`src/hw/rtl/fdfp_pkg.sv`:
```
// ----------------------------------------------------------------------------
// fdfp_pkg
// Shared constants and types of the framed decimal field parser: byte codes,
// default sizes and the control word from the frame logic to the field decoder.
// ----------------------------------------------------------------------------
package fdfp_pkg;

    // framing and separator bytes
    localparam logic [7:0] CH_STX   = 8'h02;
    localparam logic [7:0] CH_ETX   = 8'h03;
    localparam logic [7:0] CH_SEP   = 8'h20;

    // bytes the field decoder looks at
    localparam logic [7:0] CH_TAB   = 8'h09;
    localparam logic [7:0] CH_CR    = 8'h0D;
    localparam logic [7:0] CH_PLUS  = 8'h2B;
    localparam logic [7:0] CH_MINUS = 8'h2D;
    localparam logic [7:0] CH_ZERO  = 8'h30;
    localparam logic [7:0] CH_NINE  = 8'h39;

    // default sizes
    localparam int NUM_FIELDS_DEF = 7;
    localparam int VALUE_BITS_DEF = 16;

    // fixed result layout
    localparam int OUT_VALUES = 7;
    localparam int FOUND_BITS = 3;
    localparam int BYTE_BITS  = 8;

    // control word from frame logic to field decoder
    typedef struct packed {
        logic clear;   // start a new field
        logic feed;    // apply the byte to the current field
    } fdfp_dec_ctl_t;

endpackage

```
`src/hw/rtl/fdfp_field_decoder.sv`:
```
// ----------------------------------------------------------------------------
// fdfp_field_decoder
// Per-field decimal decoder: skips leading whitespace, takes an optional
// sign, accumulates digits with saturation and presents the signed value.
// ----------------------------------------------------------------------------
module fdfp_field_decoder
    import fdfp_pkg::*;
#(
    parameter int VALUE_BITS = VALUE_BITS_DEF
)
(
    input  logic                         clk,
    input  logic                         rst_n,
    input  fdfp_dec_ctl_t                ctl,
    input  logic [BYTE_BITS-1:0]         rx_byte,
    output logic signed [VALUE_BITS-1:0] value
);

    localparam int ACC_W = VALUE_BITS + 4;
    localparam logic [ACC_W-1:0] MAG_LIMIT = ACC_W'(1) << (VALUE_BITS - 1);
    localparam logic [VALUE_BITS-1:0] POS_MAX = {1'b0, {(VALUE_BITS-1){1'b1}}};

    typedef enum logic [1:0] {
        PH_LEAD,
        PH_DIGITS,
        PH_DONE
    } phase_t;

    phase_t                  phase_reg, phase_next;
    logic                    neg_reg, neg_next;
    logic [VALUE_BITS-1:0]   acc_reg, acc_next;

    logic                    is_digit;
    logic                    is_space;
    logic [ACC_W-1:0]        acc_times_ten;
    logic [ACC_W-1:0]        acc_sat;

    // byte classes
    assign is_digit = (rx_byte >= CH_ZERO) && (rx_byte <= CH_NINE);
    assign is_space = (rx_byte >= CH_TAB) && (rx_byte <= CH_CR);

    // magnitude times ten plus digit, saturated at the negative limit
    assign acc_times_ten = (ACC_W'(acc_reg) << 3) + (ACC_W'(acc_reg) << 1)
                         + ACC_W'(rx_byte - CH_ZERO);
    assign acc_sat = (acc_times_ten > MAG_LIMIT) ? MAG_LIMIT : acc_times_ten;

    // next field state
    always_comb
    begin
        phase_next = phase_reg;
        neg_next   = neg_reg;
        acc_next   = acc_reg;
        if (ctl.clear)
        begin
            phase_next = PH_LEAD;
            neg_next   = 1'b0;
            acc_next   = '0;
        end
        else if (ctl.feed)
        begin
            unique case (phase_reg)
                PH_LEAD:
                begin
                    if (rx_byte == CH_PLUS || rx_byte == CH_MINUS)
                    begin
                        neg_next   = (rx_byte == CH_MINUS);
                        phase_next = PH_DIGITS;
                    end
                    else if (is_digit)
                    begin
                        phase_next = PH_DIGITS;
                        acc_next   = acc_sat[VALUE_BITS-1:0];
                    end
                    else if (!is_space)
                    begin
                        phase_next = PH_DONE;
                    end
                end
                PH_DIGITS:
                begin
                    if (is_digit)
                    begin
                        acc_next = acc_sat[VALUE_BITS-1:0];
                    end
                    else
                    begin
                        phase_next = PH_DONE;
                    end
                end
                PH_DONE:
                begin
                    phase_next = PH_DONE;
                end
                default:
                begin
                    phase_next = PH_DONE;
                end
            endcase
        end
    end

    // field state registers
    always_ff @(posedge clk or negedge rst_n)
    begin
        if (!rst_n)
        begin
            phase_reg <= PH_LEAD;
            neg_reg   <= 1'b0;
            acc_reg   <= '0;
        end
        else
        begin
            phase_reg <= phase_next;
            neg_reg   <= neg_next;
            acc_reg   <= acc_next;
        end
    end

    // signed value, positive side limited to the largest positive number
    always_comb
    begin
        if (neg_reg)
        begin
            value = signed'(VALUE_BITS'(~acc_reg + 1'b1));
        end
        else if (acc_reg[VALUE_BITS-1])
        begin
            value = signed'(POS_MAX);
        end
        else
        begin
            value = signed'(acc_reg);
        end
    end

endmodule

```
`src/hw/rtl/framed_decimal_field_parser.sv`:
```
// ----------------------------------------------------------------------------
// framed_decimal_field_parser
// Parses STX/ETX framed ASCII text into up to seven signed decimal fields.
// ----------------------------------------------------------------------------
// Usage:
//   s_* channel: one received byte per word in s_tdata, the source link
//   (0 wired serial, 1 wireless) in s_tuser. STX opens a frame and sets all
//   fields to -1, spaces separate fields, ETX emits one result word.
//   m_* channel: one word per ETX carrying the seven field values, the
//   number of fields found and, in m_tuser, the link that sent the ETX.
//   Bytes after ETX keep extending the same frame until the next STX.
// Timing:
//   a byte is registered on acceptance and applied from the input register;
//   an applied ETX loads the result register, which drives m_tvalid. One
//   byte per cycle is taken unless an ETX waits for the result register; the
//   update is one multiply by ten and add from input to field registers.
// Reset:
//   rst_n clears the frame state; the first non-ETX byte before any STX is dropped.
// Stall:
//   while a result waits on m_tready, non-ETX bytes keep flowing; a second
//   ETX holds in the input register and s_tready drops until the result
//   register frees up.
// ----------------------------------------------------------------------------
module framed_decimal_field_parser
    import fdfp_pkg::*;
#(
    parameter int NUM_FIELDS = NUM_FIELDS_DEF,
    parameter int VALUE_BITS = VALUE_BITS_DEF,
    localparam int OUT_W     = OUT_VALUES * VALUE_BITS + FOUND_BITS,
    localparam int TDATA_W   = ((OUT_W + 7) / 8) * 8
)
(
    input  logic                 clk,
    input  logic                 rst_n,
    // input byte stream
    input  logic                 s_tvalid,
    output logic                 s_tready,
    input  logic [7:0]           s_tdata,   // [7:0] rx_byte
    input  logic                 s_tuser,   // [0] from_wireless
    // result stream
    output logic                 m_tvalid,
    input  logic                 m_tready,
    output logic [TDATA_W-1:0]   m_tdata,   // value_0 .. value_6, fields_found, zero fill
    output logic                 m_tuser    // [0] end_source
);

    localparam int IDX_W = $clog2(NUM_FIELDS + 1);
    localparam logic [IDX_W-1:0] IDX_LAST = IDX_W'(NUM_FIELDS);

    // input register
    logic                    in_valid_reg, in_valid_next;
    logic [BYTE_BITS-1:0]    in_byte_reg;
    logic                    in_src_reg;

    // frame state
    logic                    skip_reg, skip_next;
    logic [IDX_W-1:0]        idx_reg, idx_next;
    logic [VALUE_BITS-1:0]   committed_reg  [NUM_FIELDS];
    logic [VALUE_BITS-1:0]   committed_next [NUM_FIELDS];

    // result register
    logic                    out_valid_reg, out_valid_next;
    logic [VALUE_BITS-1:0]   out_value_reg  [OUT_VALUES];
    logic [VALUE_BITS-1:0]   out_value_next [OUT_VALUES];
    logic [FOUND_BITS-1:0]   out_found_reg;
    logic [FOUND_BITS-1:0]   out_found_next;
    logic                    out_src_reg;

    logic                    is_stx, is_etx, is_sep;
    logic                    out_free, proc_go, room, do_commit, do_feed;
    logic [IDX_W:0]          found_full;
    logic signed [VALUE_BITS-1:0] cur_value;
    fdfp_dec_ctl_t           dec_ctl;
    logic [OUT_W-1:0]        payload;

    // byte decode and handshake
    assign is_stx   = (in_byte_reg == CH_STX);
    assign is_etx   = (in_byte_reg == CH_ETX);
    assign is_sep   = (in_byte_reg == CH_SEP);
    assign out_free = !out_valid_reg || m_tready;
    assign proc_go  = in_valid_reg && (!is_etx || out_free);
    assign s_tready = !in_valid_reg || proc_go;
    assign room     = (idx_reg < IDX_LAST);

    assign do_commit = proc_go && !is_stx && !is_etx && !skip_reg && room && is_sep;
    assign do_feed   = proc_go && !is_stx && !is_etx && !skip_reg && room && !is_sep;

    assign dec_ctl.clear = (proc_go && is_stx) || do_commit;
    assign dec_ctl.feed  = do_feed;

    fdfp_field_decoder #(
        .VALUE_BITS (VALUE_BITS)
    ) u_field_decoder (
        .clk     (clk),
        .rst_n   (rst_n),
        .ctl     (dec_ctl),
        .rx_byte (in_byte_reg),
        .value   (cur_value)
    );

    // input register control
    always_comb
    begin
        in_valid_next = in_valid_reg;
        if (s_tvalid && s_tready)
        begin
            in_valid_next = 1'b1;
        end
        else if (proc_go)
        begin
            in_valid_next = 1'b0;
        end
    end

    // frame state update
    always_comb
    begin
        skip_next = skip_reg;
        idx_next  = idx_reg;
        for (int i = 0; i < NUM_FIELDS; i++)
        begin
            committed_next[i] = committed_reg[i];
        end
        if (proc_go && is_stx)
        begin
            skip_next = 1'b0;
            idx_next  = '0;
            for (int i = 0; i < NUM_FIELDS; i++)
            begin
                committed_next[i] = '1;
            end
        end
        else if (proc_go && !is_etx && skip_reg)
        begin
            skip_next = 1'b0;
        end
        else if (do_commit)
        begin
            for (int i = 0; i < NUM_FIELDS; i++)
            begin
                if (IDX_W'(i) == idx_reg)
                begin
                    committed_next[i] = cur_value;
                end
            end
            idx_next = idx_reg + 1'b1;
        end
    end

    // result assembly
    assign found_full     = room ? ({1'b0, idx_reg} + 1'b1) : {1'b0, IDX_LAST};
    assign out_found_next = FOUND_BITS'(found_full);

    for (genvar g = 0; g < OUT_VALUES; g++)
    begin : g_out_value
        if (g < NUM_FIELDS)
        begin : g_stored
            always_comb
            begin
                if (IDX_W'(g) < idx_reg)
                begin
                    out_value_next[g] = committed_reg[g];
                end
                else if (IDX_W'(g) == idx_reg)
                begin
                    out_value_next[g] = cur_value;
                end
                else
                begin
                    out_value_next[g] = '1;
                end
            end
        end
        else
        begin : g_absent
            assign out_value_next[g] = '1;
        end
        assign payload[g*VALUE_BITS +: VALUE_BITS] = out_value_reg[g];
    end

    assign payload[OUT_W-1 -: FOUND_BITS] = out_found_reg;

    // result valid
    always_comb
    begin
        out_valid_next = out_valid_reg;
        if (proc_go && is_etx)
        begin
            out_valid_next = 1'b1;
        end
        else if (m_tready)
        begin
            out_valid_next = 1'b0;
        end
    end

    // control registers
    always_ff @(posedge clk or negedge rst_n)
    begin
        if (!rst_n)
        begin
            in_valid_reg  <= 1'b0;
            out_valid_reg <= 1'b0;
            skip_reg      <= 1'b1;
            idx_reg       <= '0;
            for (int i = 0; i < NUM_FIELDS; i++)
            begin
                committed_reg[i] <= '1;
            end
        end
        else
        begin
            in_valid_reg  <= in_valid_next;
            out_valid_reg <= out_valid_next;
            skip_reg      <= skip_next;
            idx_reg       <= idx_next;
            for (int i = 0; i < NUM_FIELDS; i++)
            begin
                committed_reg[i] <= committed_next[i];
            end
        end
    end

    // payload registers
    always_ff @(posedge clk)
    begin
        if (s_tvalid && s_tready)
        begin
            in_byte_reg <= s_tdata;
            in_src_reg  <= s_tuser;
        end
        if (proc_go && is_etx)
        begin
            for (int i = 0; i < OUT_VALUES; i++)
            begin
                out_value_reg[i] <= out_value_next[i];
            end
            out_found_reg <= out_found_next;
            out_src_reg   <= in_src_reg;
        end
    end

    assign m_tvalid = out_valid_reg;
    assign m_tdata  = TDATA_W'(payload);
    assign m_tuser  = out_src_reg;

    // field count never passes the number of stored fields
    a_idx_bound: assert property (@(posedge clk) disable iff (!rst_n)
        idx_reg <= IDX_LAST)
        else $error("field index beyond field count");

    // a start byte restarts the field count
    a_stx_restart: assert property (@(posedge clk) disable iff (!rst_n)
        (proc_go && is_stx) |=> (idx_reg == '0) && !skip_reg)
        else $error("start byte did not restart frame");

    // an end byte that is taken always lands in the result register
    a_etx_result: assert property (@(posedge clk) disable iff (!rst_n)
        (proc_go && is_etx) |=> out_valid_reg)
        else $error("end byte produced no result");

    // a separator that commits a field advances the field count by one
    a_sep_step: assert property (@(posedge clk) disable iff (!rst_n)
        do_commit |=> (idx_reg == $past(idx_reg) + 1'b1))
        else $error("separator did not advance field");

    // input side only stalls while a byte is held
    a_ready_hold: assert property (@(posedge clk) disable iff (!rst_n)
        !s_tready |-> (in_valid_reg && is_etx && out_valid_reg))
        else $error("input stalled without a held end byte");

endmodule
```
`config.mk`:
```
export PLATFORM = sky130hd
export DESIGN_NAME = framed_decimal_field_parser
export DESIGN_NICKNAME = d
export VERILOG_FILES = /design/src/hw/rtl/fdfp_pkg.sv /design/src/hw/rtl/fdfp_field_decoder.sv /design/src/hw/rtl/framed_decimal_field_parser.sv
export SDC_FILE = /design/constraint.sdc
export NUM_CORES = 1
export LEC_CHECK = 0
export ABC_AREA = 1
export BUFFER_PORTS_ARGS = -buffer_cell sky130_fd_sc_hd__buf_2
export CELL_PAD_IN_SITES_DETAIL_PLACEMENT = 0
export CELL_PAD_IN_SITES_GLOBAL_PLACEMENT = 2
export CORE_MARGIN = 2
export CORE_UTILIZATION = 40
export CTS_CLUSTER_SIZE = 10
export DETAILED_ROUTE_END_ITERATION = 6
export PLACE_DENSITY = 0.91
export RECOVER_POWER = 50
export SYNTH_ARGS = -nofsm -noshare
export SYNTH_HDL_FRONTEND = slang
export SYNTH_SLANG_ARGS = --single-unit
```
`constraint.sdc`:
```
create_clock -name clk -period 9.1 [get_ports clk]
set_input_delay 1.365 -clock clk [delete_from_list [all_inputs] [get_ports clk]]
set_output_delay 1.365 -clock clk [all_outputs]
set_load 0.02 [all_outputs]
```
# After elaboration in Yosys (flattened, before gate mapping)
# Memory sizes are Yosys's and may differ from the RTL's.
# Cells that the tools add are included.
op_classes:
  add_sub_neg: 6
  order_cmp: 13
  eq_ne: 16
  muxes: 54
  bitwise_logic: 1
  n_reduce_logical: 53
ops:
  columns: ["cell", "count"]
  rows:
  - ["16-bit two-way mux", 27]
  - ["112-bit two-way mux", 3]
  - ["16-bit case mux with 2 select lines", 1]
  - ["3-bit AND reduction", 10]
  - ["2-bit nonzero test", 14]
  - ["8-bit by 6-bit equality test with 1-bit output (second input constant)", 3]
  - ["19-bit by 17-bit adder with 20-bit output", 1]
  - ["20-bit adder", 1]
  - ["20-bit by 16-bit greater-than comparator with 1-bit output (second input constant)", 1]
  - ["16-bit by 1-bit adder with 16-bit output (second input constant)", 1]
  - ["8-bit by 2-bit equality test with 1-bit output (second input constant)", 2]
  - ["16-bit inverter", 1]
  - ["15-bit two-way mux", 1]
  - ["1-bit logical AND", 14]
  - ["1-bit two-way mux", 12]
  - ["2-bit two-way mux", 6]
  - ["3-bit equality test (first input constant)", 3]
  - ["3-bit < comparator (first input constant)", 3]
  - ["3-bit two-way mux", 3]
  - ["8-bit by 6-bit subtractor with 9-bit output (second input constant)", 1]
  - ["8-bit by 4-bit >= comparator with 1-bit output (second input constant)", 1]
  - ["8-bit by 6-bit >= comparator with 1-bit output (second input constant)", 1]
  - ["8-bit by 4-bit <= comparator with 1-bit output (second input constant)", 1]
  - ["8-bit by 6-bit <= comparator with 1-bit output (second input constant)", 1]
  - ["other kinds (17)", 31]
totals:
  regBits: 150
  ram_bits: 112
  out_inout_bits: 123
  word_cells: 162
  memories: 1
memory_table:
  columns: ["name", "words", "word_bits", "rd", "rd_clocked_by_memory_dff", "write_ports", "line_no", "text"]
  rows:
  - ["out_value_reg", 7, 16, 7, 0, 7, "framed_decimal_field_parser.sv:63", "logic [VALUE_BITS-1:0] out_value_reg [OUT_VALUES];"]

# Logic depth before layout (Yosys ltp)
# Gate-level depths: netlist (run 1).
depth:
  ltp_word: 12
  mapped_depth: 22
  mapped_depth_nobuf: 22

# Modules after synthesis
# Synthesis (run 1) repeated with hierarchy kept, for this count alone.
unflattened:
  cells_unflattened: 1623
  hier_area_um2: 14288.7
by_module_without_submodules:
  columns: ["module", "n_inst", "cells_each", "area_each_um2", "seq_area_each_um2"]
  rows:
  - ["framed_decimal_field_parser", 1, 1115, 10959.3, 6847.8]
  - ["fdfp_field_decoder", 1, 508, 3329.4, 475.5]

# Worst setup path after synthesis (run 1)
# No wires, ideal clock.
synth_path:
  kind: "input to register"
  startpoint: "input m_tready"
  endpoint: "register out_src_reg (netlist: m_tuser) (enable)"
  setup_ps: 470
  t_arrival_ps: 3915
  required_ps: 8630
  slack_ps: 4716
  path_stages: 6
  path_buffers: 0
  path_cell_list: "nor2_1 -> nand4_1 -> nand2_1 -> inv_1 -> nand2_1 -> inv_1"
synth_between:
  elab_chain_len: 4
synth_rtl:
  columns: ["element", "line_no", "text"]
  rows:
  - ["start: declaration", "framed_decimal_field_parser.sv:42", "input logic m_tready,"]
  - ["1-bit logical OR", "framed_decimal_field_parser.sv:80", "assign out_free = !out_valid_reg || m_tready;"]
  - ["1-bit logical OR", "framed_decimal_field_parser.sv:81", "assign proc_go = in_valid_reg && (!is_etx || out_free);"]
  - ["1-bit logical AND", "framed_decimal_field_parser.sv:81", null]
  - ["1-bit logical AND", "framed_decimal_field_parser.sv:232", "if (proc_go && is_etx)"]
  - ["end signal: assignment", "framed_decimal_field_parser.sv:239", "out_src_reg <= in_src_reg;"]
  - ["end: declaration", "framed_decimal_field_parser.sv:67", "logic out_src_reg;"]
# Every way passes these cells.
# A chain may end at the register's enable or synchronous reset.

# Worst setup path in the final report (run 1)
layout_path:
  startpoint: "register in_byte_reg[4]"
  endpoint: "register u_field_decoder.acc_reg[15]"
layout_between:
  elab_chain_len: 12
  word_cells_on_any_way: 35
  cone_classes: "add/sub (2); order compare (3); eq/ne (6); mux (6); reduce/logical (18)"
layout_rtl:
  columns: ["element", "line_no", "text"]
  rows:
  - ["start: declaration", "framed_decimal_field_parser.sv:52", "logic [BYTE_BITS-1:0] in_byte_reg;"]
  - ["start signal: assignment", "framed_decimal_field_parser.sv:229", "in_byte_reg <= s_tdata;"]
  - ["parallel branches: the longest is 12 deep, another holds 20-bit adder", null, null]
  - ["end signal: assignment", "fdfp_field_decoder.sv:115", "acc_reg <= acc_next;"]
  - ["end: declaration", "fdfp_field_decoder.sv:31", "logic [VALUE_BITS-1:0] acc_reg, acc_next;"]
# Parallel ways; which one is timed is not known. The select of a mux whose other input is x is not followed.

==> impl_metrics.toml, run 1 <==
[route]
wl_per_cell_um = 17.6
drtIter0Drc = 830
wirelength_mm = 35.0
vias_per_cell = 4.98
first_pass_iters = 5
via_count = 9937
drc = 0
ant_nets = 0

[final_layout]
utilization = 0.459
drive_gt1_frac = 0.136
syn_to_final_growth_pct = 13.6
nNetsFinal = 1587
finalNonFillerCells = 1996
n_antenna_cell = 0
fillers = 3191

[grt]
grt-busiest-layer = "met2"
grt_use_met1 = 0.287
grt_use_total = 0.205
grt_max_degree = 88
grt_pass1_wl_mm = 54.1
grt_pass1_vias = 9590
met2_usage = 0.334
antenna_found_initial = 0
grtUsageMet3 = 0.0340
grt_overflow = 0

[synthesis]
synth_top_family_by_area = "simple AND/OR/NAND/NOR gates"
ys_async_sr_fraction = 0.523
ys_warn_count = 0
ys_ff_latch = 262
synth_ff_type = "edfxtp_1"
syn-cell-area_mm2 = 0.0130
synthAdderAreaFrac = 0.0509
synth_compound_gate_area_share = 0.126
synth-simple-area-share = 0.169
synth_edf_count = 125
synth.area.mux_share = 0
ys_types = 40
syn_inst = 1406
avgSynthCellArea_um2 = 9.27
synth_xor_area_frac = 0.00336
ys_seq_area_frac = 0.562

[clock_network]
cts-resized-gates = 0
cts_tree = "built"
clock_latency_ps = 570
clockBufferDepth = 3
cts_inserted_buffers = 31
root_buffer = "clkbuf_16"
cts_hold_buf = 0
clkSinkCount = 262
cts_setup_buffers = 0
clkSlewWorstSetupHoldPaths_ps = 60
htree_num_levels = 1

[sta]
post-route-min-period_ps = 4470
max_freq_mhz = 224
worst_slack_ps = 4630
rsz0062_at_grt = "no"
final_max_slew_viol_count = 92
min_period_over_period = 0.491
setup-tns-final_ps = 0
finalHoldViolCount = 0
skew_ps = 17.7
tightest_slew_ps = 2830
relSlewSlack = -0.885
setup_viol = 0

[floorplan]
coreArea_mm2 = 0.0323
ios = 136
core.rowCount = 66
dieArea_mm2 = 0.0341
start_util = 0.404
die_h_um = 185
die_w_um = 185

[worst_setup_path]
path_class = "reg -> reg"
required_ps = 9550
cpMaxStageDelayCell = "nor2_1"
cpPeakStageDelay_ps = 970
crit_path_max_fanout = 16
end_kind = "register"
start_kind = "register"
cp.arrival_ps = 4920
crit_chain = "ha_1 > nor2_1 > fa_1 > ha_1 > nand2_1 > inv_1 > a21oi_1 > nor2_1 > nor2_1 > nand3b_1 > nand2_1 > nand3_1 > nor2_2 > nand2_1 > nand2_1 > nand2_1"
worst_path_most_repeated_cell = "nand2_1"

[outcome]
status = "finished, violations left"
violations = "capacitance limit, slew limit"

[power_and_ir_drop]
leakagePower_nw = 6.63
p_total_mw = 2.69
vdd_drop_max_mv = 0.170
power_density_mw_per_mm2 = 182

[run]
cap_viol_max_count = 2

[place]
dpl.hpwl_mm = 24.7
dp.cells = 1939
gp_congestion = 0.864
post-place-ws_ps = 4550
port_buffers = 130

[hold_path]
hp-class = "reg -> reg"
## cell type report
type                    count  area, µm²  area share
clock buffers              53        868      0.0586
multi-input cells         857       4550       0.307
clock inverters             4       38.8     0.00262
inverters                 242        910      0.0614
repair buffers            136        568      0.0383
flip-flops and latches    262       7320       0.494
well taps                 442        553      0.0373
## cell usage in the layout (no fill, tap or decap), types with 8 or more instances in the layout
cell,netlist,layout
nand3b_1,8,8
a21oi_1,43,43
ha_1,29,29
clkbuf_16,0,31
o21a_1,27,27
buf_2,21,37
nand3_1,68,68
nor2_1,108,109
nand4_1,14,14
dfrtp_1,24,24
a22oi_1,12,12
inv_1,239,239
clkbuf_1,18,117
nand2_1,303,306
o21ai_1,30,29
edfxtp_1,125,125
o22ai_1,90,90
fa_1,15,15
dfstp_2,113,113
o21ai_0,63,64
## power by group
part           internal [mW]  switching (mW)  leakage, nW  total (mW)
clock                  0.645           0.473        0.436        1.12
sequential              1.26          0.0160         2.51        1.28
combinational         0.0734           0.224         3.69       0.297
## path summary, 6_finish.rpt
check	from	to	slack [ps]	depth (start not counted)
worst max-delay path	in_byte_reg[4]	u_field_decoder.acc_reg[15]	4630	16
worst min-delay path	in_src_reg	m_tuser	420	0
worst max register to register	in_byte_reg[4]	u_field_decoder.acc_reg[15]	4630	16
worst min register to register	in_src_reg	m_tuser	420	0
max in group asynchronous	rst_n	idx_reg[2]	5120	2
min in group asynchronous	rst_n	u_field_decoder.phase_reg[1]	1700	1
## cell usage after synthesis, types with 2 or more instances
| cell type | number | area, µm² |
|---|---|---|
| o21bai_1 | 2 | 15.0 |
| nor2_2 | 4 | 25.0 |
| edfxtp_1 | 125 | 3750 |
| inv_2 | 3 | 11.3 |
| nor2_1 | 108 | 405 |
| or2_2 | 3 | 18.8 |
| nor3_1 | 6 | 30.0 |
| inv_1 | 239 | 897 |
| dfrtp_1 | 24 | 601 |
| clkbuf_1 | 18 | 67.6 |
| dfstp_2 | 113 | 2970 |
| and2_1 | 2 | 12.5 |
| ha_1 | 29 | 363 |
| o21a_1 | 27 | 203 |
| fa_1 | 15 | 300 |
| nand3b_1 | 8 | 60.1 |
| buf_2 | 21 | 105 |
| o211ai_1 | 2 | 15.0 |
| a21oi_1 | 43 | 215 |
| xor2_1 | 4 | 35.0 |
| nand4_1 | 14 | 87.6 |
| o21ai_1 | 30 | 150 |
| nand2_4 | 2 | 22.5 |
| nand2_2 | 9 | 56.3 |
| nand3_1 | 68 | 340 |
| o21ai_0 | 63 | 315 |
| nand2_1 | 303 | 1140 |
| a21oi_2 | 2 | 17.5 |
| a22oi_1 | 12 | 90.1 |
| o22ai_1 | 90 | 563 |
| buf_4 | 8 | 60.1 |
## through the flow
step	hold slack [ps]	instance area (µm²)
floorplan	400	13100
global placement	407	14100
detailed placement	410	14100
CTS	422	15000
global route	453	14800
finish	419	14800
## critical path: cells and delay by family (launching register included)
kind	cells	cell delay, ps
compound gates	1	240
flops	1	460
fa+ha+maj	3	1230
buf+inv	1	50
simple gates	11	2350
## kinds of logic (layout without fill, tap and decap cells)
| family | Yosys count | after routing |
|---|---|---|
| buffers and inverters | 291 | 435 |
| XOR/XNOR | 5 | 5 |
| AO/OA/AOI/OAI | 275 | 275 |
| AND/OR/NAND/NOR | 528 | 528 |
| adder cells (fa/ha/maj) | 44 | 44 |
| other | 1 | 5 |
| flip-flops | 262 | 262 |
## routing by layer
layer | part of all wire | up-vias
met5 | 0 | -
met4 | 0.019 | 0
met3 | 0.060 | 50
met2 | 0.46 | 266
met1 | 0.46 | 4737
li1 | - | 4884
No activity file was read; power rests on OpenSTA's default activity.
==> inputs of run 2 (changes only) <==
- CORE_UTILIZATION: 40 -> 34
- PLACE_DENSITY: 0.91 -> 0.83
- clock period: 9.1 -> 4 ns (I/O delays scaled with it)
==> run 2 against run 1 <==
Against the previous run:
- the flow still finishes with violations (capacitance limit, slew limit)
- sequential cell count is the same
- largest cell class unchanged
- sequential power grew 130%
- wire length grew 3.8%
- cell count grew 4.4%
- largest power group unchanged
==> impl_metrics.toml, run 2 (synthesis results as in run 1) <==
[place]
gp_congestion = 0.832
post-place-ws_ps = 390
port_buffers = 130
dpl.hpwl_mm = 26.0
dp.cells = 2022

[floorplan]
die_w_um = 200
die_h_um = 200
start_util = 0.345
coreArea_mm2 = 0.0378
ios = 136
dieArea_mm2 = 0.0399
core.rowCount = 71

[worst_setup_path]
crit_path_max_fanout = 32
start_kind = "register"
crit_chain = "nand2_1 > inv_2 > nand2_1 > nand2_2 > nor2_1 > nand2_1 > o21ai_4 > nand2_2 > o21ai_0"
required_ps = 4430
end_kind = "register"
r2r-start = "idx_reg[2]"
cp.arrival_ps = 4100
rr_endpoint = "committed_reg[69]"
cpMaxStageDelayCell = "nand2_1"
cpPeakStageDelay_ps = 710
critical-path-top-delay-family = "simple AND/OR/NAND/NOR gates"
worst_path_most_repeated_cell = "nand2_1"
path_class = "reg -> reg"
cp.depth = 9
cp_num_buf_inv = 1
r2r_setup_slack_ps = 330
rr_worst_depth = 9

[final_layout]
nNetsFinal = 1604
layout_commonest_cell = "nand2_1"
syn_to_final_growth_pct = 16.0
multi_input_area_mm2 = 0.00455
seq_area_mm2 = 0.00732
drive_gt1_frac = 0.132
finalNonFillerCells = 2083
final_cell_mix = "nand2_1, inv_1, clkbuf_1"
n_antenna_cell = 0
fillers = 3827

[sta]
skew_ps = 29.4
min_period_over_period = 0.918
max_freq_mhz = 272
rsz0062_at_grt = "no"
worst_slack_ps = 328
tightest_slew_ps = 2340
setup_viol = 0
final_max_slew_viol_count = 42
finalHoldViolCount = 0
post-route-min-period_ps = 3670
whs_ps = 266
relSlewSlack = -0.557
setup-tns-final_ps = 0

[clock_network]
clkSinkCount = 262
cts_tree = "built"
cts_hold_buf = 0
clock_latency_ps = 530
cts_setup_buffers = 0
root_buffer = "clkbuf_16"
clkSlewWorstSetupHoldPaths_ps = 50
htree_num_levels = 2
cts-resized-gates = 0
clockBufferDepth = 3
cts_inserted_buffers = 34

[grt]
antenna_found_initial = 0
grt_pass1_wl_mm = 56.1
grt_overflow = 0
grt_pass1_vias = 9844
grt_max_degree = 98
grt_use_total = 0.184

[hold_path]
holdPathStages = 1
min_from = "s_tdata[2]"
hold_end = "in_byte_reg[2]"
hp-class = "in -> reg"

[power_and_ir_drop]
vdd_drop_max_mv = 0.295
leakagePower_nw = 6.71
power_density_mw_per_mm2 = 424
p_total_mw = 6.41

[route]
wl_per_cell_um = 17.5
drc = 0
ant_nets = 0
wirelength_mm = 36.4
drtIter0Drc = 644
vias_per_cell = 4.80
via_count = 9993
first_pass_iters = 6

[outcome]
status = "finished, violations left"
violations = "capacitance limit, slew limit"

[run]
cap_viol_max_count = 1
run 2: metal layers:
metal	up-vias	track usage	wire, µm
met1	4755	0.260	17100
met5	-	0	0
li1	4923	-	-
met2	270	0.295	16700
met4	0	0.0458	620
met3	45	0.0304	2010
run 2: where the power goes:
| group | internal [mW] | total (mW) | leakage, nW | switching, mW |
|---|---|---|---|---|
| logic | 0.177 | 0.691 | 3.70 | 0.514 |
| registers | 2.87 | 2.91 | 2.51 | 0.0352 |
| clock network | 1.70 | 2.81 | 0.504 | 1.11 |
run 2: final cells by class:
| class | instances | share of cell area |
|---|---|---|
| Tap cell | 511 | 0.0423 |
| Inverter | 242 | 0.0602 |
| Multi-Input combinational cell | 857 | 0.301 |
| Clock inverter | 4 | 0.00306 |
| Sequential cell | 262 | 0.484 |
| Clock buffer | 57 | 0.0660 |
| Timing Repair Buffer | 150 | 0.0430 |
run 2: worst max-delay path by stage:
stage	startpoint	end	slack, ps
final	idx_reg[2]	committed_reg[69]	330
after CTS	in_byte_reg[4]	u_field_decoder.acc_reg[15]	390
after detailed placement	in_byte_reg[4]	u_field_decoder.acc_reg[15]	390
after floorplan	in_byte_reg[4]	m_tuser	230
after global placement	in_byte_reg[4]	u_field_decoder.acc_reg[15]	490
after global routing	in_byte_reg[4]	u_field_decoder.acc_reg[1]	60
run 2: stage by stage:
stage	area, µm²	util
3_3_place_gp	14300	0.378
5_1_grt	15100	0.400
4_1_cts	15300	0.406
2_1_floorplan	13100	-
3_5_place_dp	14300	0.378
6_report	15100	0.400
